==> src/rtl/core/frs_pkg.sv <==
// ----------------------------------------------------------------------------
// frs_pkg
// types and constants shared by the frame rate statistics block
// ----------------------------------------------------------------------------
`default_nettype none

package frs_pkg;

  localparam int unsigned STAT_W     = 32;
  localparam int unsigned SUM_W      = 64;
  localparam int unsigned DVD_W      = 64;
  localparam int unsigned DCNT_W     = 7;
  localparam int unsigned TPS_W      = 30;
  localparam int unsigned CFG_IDX_W  = 1;
  localparam int unsigned CFG_DATA_W = 32;

  localparam logic [TPS_W-1:0]  TPS_RESET   = 30'd1000000;
  localparam logic [STAT_W-1:0] HITCH_RESET = 32'd12800;

  localparam logic [CFG_IDX_W-1:0] REG_TICKS_PER_SECOND = 1'd0;
  localparam logic [CFG_IDX_W-1:0] REG_HITCH_THRESHOLD  = 1'd1;

  typedef enum logic [2:0] {
    ST_IDLE,
    ST_DIV_RATE,
    ST_UPDATE,
    ST_DIV_MEAN,
    ST_MEAN,
    ST_PUBLISH
  } state_e;

endpackage

`default_nettype wire

==> src/rtl/core/frame_rate_statistics.sv <==
// ----------------------------------------------------------------------------
// frame_rate_statistics
// frame interval, rate, min/max/mean rate and hitch counting
// ----------------------------------------------------------------------------
// Each input word is a frame-start timestamp; each one returns exactly one
// result word with the statistics after the update. The first word only
// stores the timestamp and skips the divider. Every later word passes
// through one shared radix-2 restoring divider that first forms the rate,
// one quotient bit per cycle over the 30 + FRAC_BITS bit numerator, and
// then the mean, one bit per cycle over the 64-bit rate sum. Input ready is
// low from the accepted word until its result is loaded into the output
// register; a result waiting there is held until taken. Configuration
// writes are taken in any cycle.
`default_nettype none

module frame_rate_statistics
  import frs_pkg::*;
#(
  parameter int unsigned STAMP_BITS = 48,
  parameter int unsigned FRAC_BITS  = 8
) (
  input  wire logic                  clk_i,
  input  wire logic                  rst_ni,
  input  wire logic                  cfg_valid_i,
  output logic                       cfg_ready_o,
  input  wire logic [CFG_IDX_W-1:0]  cfg_index_i,
  input  wire logic [CFG_DATA_W-1:0] cfg_data_i,
  input  wire logic                  in_valid_i,
  output logic                       in_ready_o,
  input  wire logic [STAMP_BITS-1:0] timestamp_i,
  output logic                       out_valid_o,
  input  wire logic                  out_ready_i,
  output logic                       stats_valid_o,
  output logic [STAT_W-1:0]          frame_interval_o,
  output logic [STAT_W-1:0]          current_rate_o,
  output logic [STAT_W-1:0]          lowest_rate_o,
  output logic [STAT_W-1:0]          highest_rate_o,
  output logic [STAT_W-1:0]          mean_rate_o,
  output logic [STAT_W-1:0]          frame_total_o,
  output logic [STAT_W-1:0]          hitch_total_o
);

  localparam int unsigned NUM_W = TPS_W + FRAC_BITS;

  state_e state_q, state_d;

  logic [TPS_W-1:0]      tps_q;
  logic [STAT_W-1:0]     hitch_thr_q;
  logic                  have_prev_q;
  logic [STAMP_BITS-1:0] prev_q;
  logic [STAT_W-1:0]     interval_q;
  logic [STAT_W-1:0]     rate_q;
  logic [STAT_W-1:0]     min_q;
  logic [STAT_W-1:0]     max_q;
  logic [SUM_W-1:0]      sum_q;
  logic [STAT_W-1:0]     mean_q;
  logic [STAT_W-1:0]     frames_q;
  logic [STAT_W-1:0]     hitches_q;
  logic                  out_valid_q;

  logic [STAT_W-1:0]     dsr_q;
  logic [STAT_W-1:0]     rem_q;
  logic [DVD_W-1:0]      dvd_q;
  logic [DCNT_W-1:0]     dcnt_q;

  logic [STAT_W-1:0]     o_interval_q, o_rate_q, o_min_q, o_max_q;
  logic [STAT_W-1:0]     o_mean_q, o_frames_q, o_hitches_q;

  logic in_fire, div_step, div_last, out_load, first_item;

  // interval from the incoming stamp
  logic [DVD_W-1:0]  diff;
  logic [STAT_W-1:0] interval_c;
  logic [NUM_W-1:0]  num_c;

  assign diff = DVD_W'(timestamp_i) - DVD_W'(prev_q);
  always_comb begin
    if (timestamp_i <= prev_q) begin
      interval_c = STAT_W'(1);
    end else if (|diff[DVD_W-1:STAT_W]) begin
      interval_c = '1;
    end else begin
      interval_c = diff[STAT_W-1:0];
    end
  end
  assign num_c = NUM_W'(tps_q) << FRAC_BITS;

  // shared divider step
  logic [STAT_W:0]   rem_sh;
  logic [STAT_W+1:0] rem_sub;
  logic              rem_ge;

  assign rem_sh  = {rem_q, dvd_q[DVD_W-1]};
  assign rem_sub = {1'b0, rem_sh} - {2'b00, dsr_q};
  assign rem_ge  = ~rem_sub[STAT_W+1];

  // quotient saturation and statistics update
  logic [STAT_W-1:0] quot_sat;
  logic [SUM_W:0]    sum_add;
  logic [SUM_W-1:0]  sum_c;
  logic [STAT_W-1:0] frames_c;
  logic [STAT_W-1:0] hitches_inc;

  assign quot_sat    = (|dvd_q[DVD_W-1:STAT_W]) ? '1 : dvd_q[STAT_W-1:0];
  assign sum_add     = {1'b0, sum_q} + (SUM_W+1)'(quot_sat);
  assign sum_c       = sum_add[SUM_W] ? '1 : sum_add[SUM_W-1:0];
  assign frames_c    = (&frames_q) ? frames_q : frames_q + STAT_W'(1);
  assign hitches_inc = (&hitches_q) ? hitches_q : hitches_q + STAT_W'(1);
  assign first_item  = (frames_q == '0);

  // next state
  always_comb begin
    state_d = state_q;
    case (state_q)
      ST_IDLE: begin
        if (in_fire) begin
          state_d = have_prev_q ? ST_DIV_RATE : ST_PUBLISH;
        end
      end
      ST_DIV_RATE: begin
        if (div_last) begin
          state_d = ST_UPDATE;
        end
      end
      ST_UPDATE:   state_d = ST_DIV_MEAN;
      ST_DIV_MEAN: begin
        if (div_last) begin
          state_d = ST_MEAN;
        end
      end
      ST_MEAN:     state_d = ST_PUBLISH;
      ST_PUBLISH: begin
        if (out_load) begin
          state_d = ST_IDLE;
        end
      end
      default:     state_d = ST_IDLE;
    endcase
  end

  // control outputs
  always_comb begin
    in_ready_o  = (state_q == ST_IDLE);
    cfg_ready_o = 1'b1;
    div_step    = (state_q == ST_DIV_RATE) || (state_q == ST_DIV_MEAN);
    div_last    = div_step && (dcnt_q == DCNT_W'(1));
    out_load    = (state_q == ST_PUBLISH) && (!out_valid_q || out_ready_i);
  end

  assign in_fire = in_valid_i && in_ready_o;

  // control state, configuration and statistics
  always_ff @(posedge clk_i or negedge rst_ni) begin
    if (!rst_ni) begin
      state_q     <= ST_IDLE;
      tps_q       <= TPS_RESET;
      hitch_thr_q <= HITCH_RESET;
      have_prev_q <= 1'b0;
      prev_q      <= '0;
      interval_q  <= '0;
      rate_q      <= '0;
      min_q       <= '0;
      max_q       <= '0;
      sum_q       <= '0;
      mean_q      <= '0;
      frames_q    <= '0;
      hitches_q   <= '0;
      out_valid_q <= 1'b0;
    end else begin
      state_q <= state_d;
      if (cfg_valid_i && cfg_ready_o) begin
        case (cfg_index_i)
          REG_TICKS_PER_SECOND: tps_q       <= cfg_data_i[TPS_W-1:0];
          REG_HITCH_THRESHOLD:  hitch_thr_q <= cfg_data_i;
          default: ;
        endcase
      end
      if (in_fire) begin
        have_prev_q <= 1'b1;
        prev_q      <= timestamp_i;
        if (have_prev_q) begin
          interval_q <= interval_c;
        end
      end
      if (state_q == ST_UPDATE) begin
        rate_q   <= quot_sat;
        frames_q <= frames_c;
        sum_q    <= sum_c;
        if (first_item || quot_sat < min_q) begin
          min_q <= quot_sat;
        end
        if (first_item || quot_sat > max_q) begin
          max_q <= quot_sat;
        end
        if (quot_sat < hitch_thr_q) begin
          hitches_q <= hitches_inc;
        end
      end
      if (state_q == ST_MEAN) begin
        mean_q <= quot_sat;
      end
      if (out_load) begin
        out_valid_q <= 1'b1;
      end else if (out_ready_i) begin
        out_valid_q <= 1'b0;
      end
    end
  end

  // divider datapath and output word
  always_ff @(posedge clk_i) begin
    if (in_fire) begin
      rem_q  <= '0;
      dsr_q  <= interval_c;
      dvd_q  <= {num_c, {(DVD_W-NUM_W){1'b0}}};
      dcnt_q <= DCNT_W'(NUM_W);
    end else if (state_q == ST_UPDATE) begin
      rem_q  <= '0;
      dsr_q  <= frames_c;
      dvd_q  <= sum_c;
      dcnt_q <= DCNT_W'(DVD_W);
    end else if (div_step) begin
      rem_q  <= rem_ge ? rem_sub[STAT_W-1:0] : rem_sh[STAT_W-1:0];
      dvd_q  <= {dvd_q[DVD_W-2:0], rem_ge};
      dcnt_q <= dcnt_q - DCNT_W'(1);
    end
    if (out_load) begin
      o_interval_q <= interval_q;
      o_rate_q     <= rate_q;
      o_min_q      <= min_q;
      o_max_q      <= max_q;
      o_mean_q     <= mean_q;
      o_frames_q   <= frames_q;
      o_hitches_q  <= hitches_q;
    end
  end

  assign out_valid_o      = out_valid_q;
  assign stats_valid_o    = (o_frames_q != '0);
  assign frame_interval_o = o_interval_q;
  assign current_rate_o   = o_rate_q;
  assign lowest_rate_o    = o_min_q;
  assign highest_rate_o   = o_max_q;
  assign mean_rate_o      = o_mean_q;
  assign frame_total_o    = o_frames_q;
  assign hitch_total_o    = o_hitches_q;

endmodule

`default_nettype wire

==> config.mk <==
export PLATFORM = sky130hd
export DESIGN_NAME = frame_rate_statistics
export DESIGN_NICKNAME = d
export VERILOG_FILES = /design/src/rtl/core/frs_pkg.sv /design/src/rtl/core/frame_rate_statistics.sv
export SDC_FILE = /design/constraint.sdc
export NUM_CORES = 2
export LEC_CHECK = 0
export BUFFER_PORTS_ARGS = -buffer_cell sky130_fd_sc_hd__buf_4
export CORE_MARGIN = 3
export CORE_UTILIZATION = 30
export CTS_BUF_LIST = sky130_fd_sc_hd__clkbuf_8 sky130_fd_sc_hd__clkbuf_16
export DETAILED_ROUTE_END_ITERATION = 16
export PLACE_DENSITY_LB_ADDON = 0.08
export SLEW_MARGIN = 0
export SYNTH_ARGS = -nofsm -noshare
export SYNTH_HDL_FRONTEND = slang
export SYNTH_SLANG_ARGS = --single-unit
==> constraint.sdc <==
create_clock -name clk_i -period 16.95 [get_ports clk_i]
set_input_delay 1.695 -clock clk_i [delete_from_list [all_inputs] [get_ports clk_i]]
set_output_delay 1.695 -clock clk_i [all_outputs]
set_load 0.05 [all_outputs]
==> reports/results.tsv <==
metric	value	unit
worst min path class	reg -> reg	
synth unique cells	84	
Synth-to-Final Area Change	18.32	%
antenna violations before repair	1	
vias post-DR	28980	
layout cell share with drive strength beyond 1	14.68	%
Final nets	4333	
wire per inst	20.94	um
post-cts resize count	0	
Ports	314	
Root Buffer	clkbuf_16	
syn avg cell area	10.25	um^2
post-synthesis sequential area ratio	52.07	%
Final Cycle Share	41.64	%
Core Footprint	127800	um^2
PnR Total Power	0.004067	W
Worst Setup Start Kind	register	
reg2reg setup slack	9890	ps
Routed Antenna Nets	0	
DP HPWL	87670	um
clk_lat worst skew	690	ps
number of failing hold endpoints at the final stage	0	
Cells after Synth	3773	
hold path cells	0	
Placer Congestion	0.8445	
maxcap violations	0	
Post-synth EDFFs	286	
Async SR Flop Fraction	52.89	%
setup_tns	0	ps
gr usage total	17.92	%
worst slew pin tran	1338	ps
Max Clock Skew	36.43	ps
warnings from Yosys	0	
die width	365.1	um
post-DR vias/cell	5.020	
Clock Sinks	762	
First DRT Iteration DRCs	1941	
WS Path Type	reg -> reg	
clk buf depth	3	
Die Footprint	133300	um^2
hold-fix buffers at CTS	0	
H-tree Lvls	3	
DRC errors left	0	
Port Buf Inserts	312	
status	complete, no violations	
first drt pass iteration count	6	
Power Dens Cells	88.85	nW/um^2
worst hold start	mean_q[1]$_DFFE_PN0P_	
syn_nets	4075	
VDD IR-drop max	0.06739	mV
crit path capture type	register	
post-synthesis cell area	38690	um^2
largest net degree at the start of global routing	153	
CTS tree	done	
vias in the first global route	28820	
clk slew on worst S/H paths	60	ps
GRT Residual Overflow	0	
CP required	17540	ps
Yosys reg bits	762	
Core Rows	131	
final wirelength	120900	um
worst-path fanout max	33	
Worst R2R Path Depth	19	
Leakage	19.20	nW
commonest cells after routing, fill and taps aside	dfrtp_1 (393), nor2_1 (355), buf_4 (342)	
Num CTS Buffers	90	
RR Startpoint	dvd_q[63]$_DFFE_PP_	
Util after Layout	35.81	%
fin. max-slew vios	0	
reg2reg end	dvd_q[27]$_SDFFE_PP0P_	
commonest non-fill, non-tap cell in the layout	dfrtp_1	
slew margin rel.	9.986	%
Finish-stage setup viols	0	
crit path DAT	7650	ps
first-pass GRT wire length	183300	um
Post-CTS Setup Bufs	0	
die height	365.1	um
Hold EP	mean_rate_o[1]$_DFFE_PP_	
top_reg_cell synth	dfrtp_1	
RSZ-0062 raised after global routing	false	
initial cell density of the core	30.26	%
Worst Hold Slack	443.6	ps
Final Critical Period	7058	ps
Fmax	141.7	MHz
-- Yosys cell counts (71+ instances only) --
library cell	number	area (um^2)
a21oi_1	240	1201
edfxtp_1	286	8588
nor2_1	359	1348
nand3_1	104	520.5
xor2_1	72	630.6
nand2_1	305	1145
dfxtp_1	73	1461
clkbuf_1	147	551.8
nor3_1	99	495.5
a21o_1	90	675.7
ha_1	213	2665
nand4_1	78	488.0
mux2_2	71	799.5
mux2i_1	98	980.9
inv_1	251	942.2
xnor2_1	125	1095
o21ai_0	243	1216
dfrtp_1	393	9834
-- kinds of logic after synthesis --
kind of cell               synth area share [%]
AOI/OAI and AO/OA                         13.78
adders and majority gates                 7.044
other                                  0.009693
buffers and inverters                     4.275
muxes                                     4.602
and+or+nand+nor                           13.76
DFF                                       52.07
xor gates and xnor gates                  4.460
-- worst max-delay path by stage --
| stage | end | slack [ps] | startpoint | depth (start not counted) |
|---|---|---|---|---|
| 2_1_floorplan | current_rate_o[0]$_DFFE_PP_ | 5100 | out_ready_i | 2 |
| 3_5_place_dp | dvd_q[27]$_SDFFE_PP0P_ | 10020 | dvd_q[63]$_DFFE_PP_ | 19 |
| 5_1_grt | dvd_q[27]$_SDFFE_PP0P_ | 9460 | dvd_q[54]$_DFFE_PP_ | 19 |
| 3_3_place_gp | dvd_q[23]$_SDFFE_PP0P_ | 10250 | dvd_q[63]$_DFFE_PP_ | 19 |
| 4_1_cts | dvd_q[27]$_SDFFE_PP0P_ | 10000 | dvd_q[63]$_DFFE_PP_ | 19 |
| 6_report | dvd_q[27]$_SDFFE_PP0P_ | 9890 | dvd_q[63]$_DFFE_PP_ | 19 |
-- power by group --
part,switching (W),total [W],internal (W)
sequential,0.0000141,0.00194,0.00192
clock,0.000827,0.00198,0.00116
combinational,0.0000869,0.000146,0.0000589
total,0.000928,0.00407,0.00314
-- state kept, by name, summed over array words and instances (netlist names), 3 cells and up --
name,flops
dvd_q,64
sum_q,64
prev_q,48
current_rate_o,32
dsr_q,32
frame_interval_o,32
frame_total_o,32
frames_q,32
highest_rate_o,32
hitch_thr_q,32
hitch_total_o,32
hitches_q,32
interval_q,32
lowest_rate_o,32
max_q,32
mean_q,32
mean_rate_o,32
min_q,32
rate_q,32
rem_q,32
tps_q,30
dcnt_q,7
state_q,3
-- layout make-up --
| cell class | instances | area (um^2) |
|---|---|---|
| Sequential cell | 762 | 20150 |
| Tap cell | 1662 | 2079 |
| Multi-Input combinational cell | 2582 | 16990 |
| Timing Repair Buffer | 344 | 2603 |
| Clock inverter | 67 | 575.6 |
| Fill cell | 13030 | 82070 |
| Antenna cell | 2 | 5.005 |
| Clock buffer | 102 | 2440 |
| Inverter | 251 | 942.2 |
-- per-layer routing --
layer  vias up  GRT usage [%]  part of all wire, %
met5         -              0                    0
met4         0          4.010                  2.1
met3       141          2.925                  4.6
met2       598          27.81                   44
met1     14190          26.15                   49
li1      14050              -                    -
-- stage by stage --
step	area [um^2]	instances	setup slack, ps
2_1_floorplan	38690	3773	5104
3_3_place_gp	42760	5601	10250
3_5_place_dp	42760	5601	10020
4_1_cts	45770	5770	10000
5_1_grt	45770	5770	9463
6_report	45780	5772	9892
-- critical path, cell delays in order (launching register included) --
cell and delay (ps):
edfxtp_1 400, nor4_1 320, nand2_1 220, or4_1 910, buf_4 360, nor2_1 310, inv_1 190, ha_1 400
o21ai_0 100, a31oi_1 230, a21o_1 200, a22oi_1 200, o31a_1 370, o31ai_4 460, a21o_1 480, nand4b_1 550
nand2_1 390, buf_4 490, nor2_1 140, nor3_1 220
(Power assumes the default switching activity.)
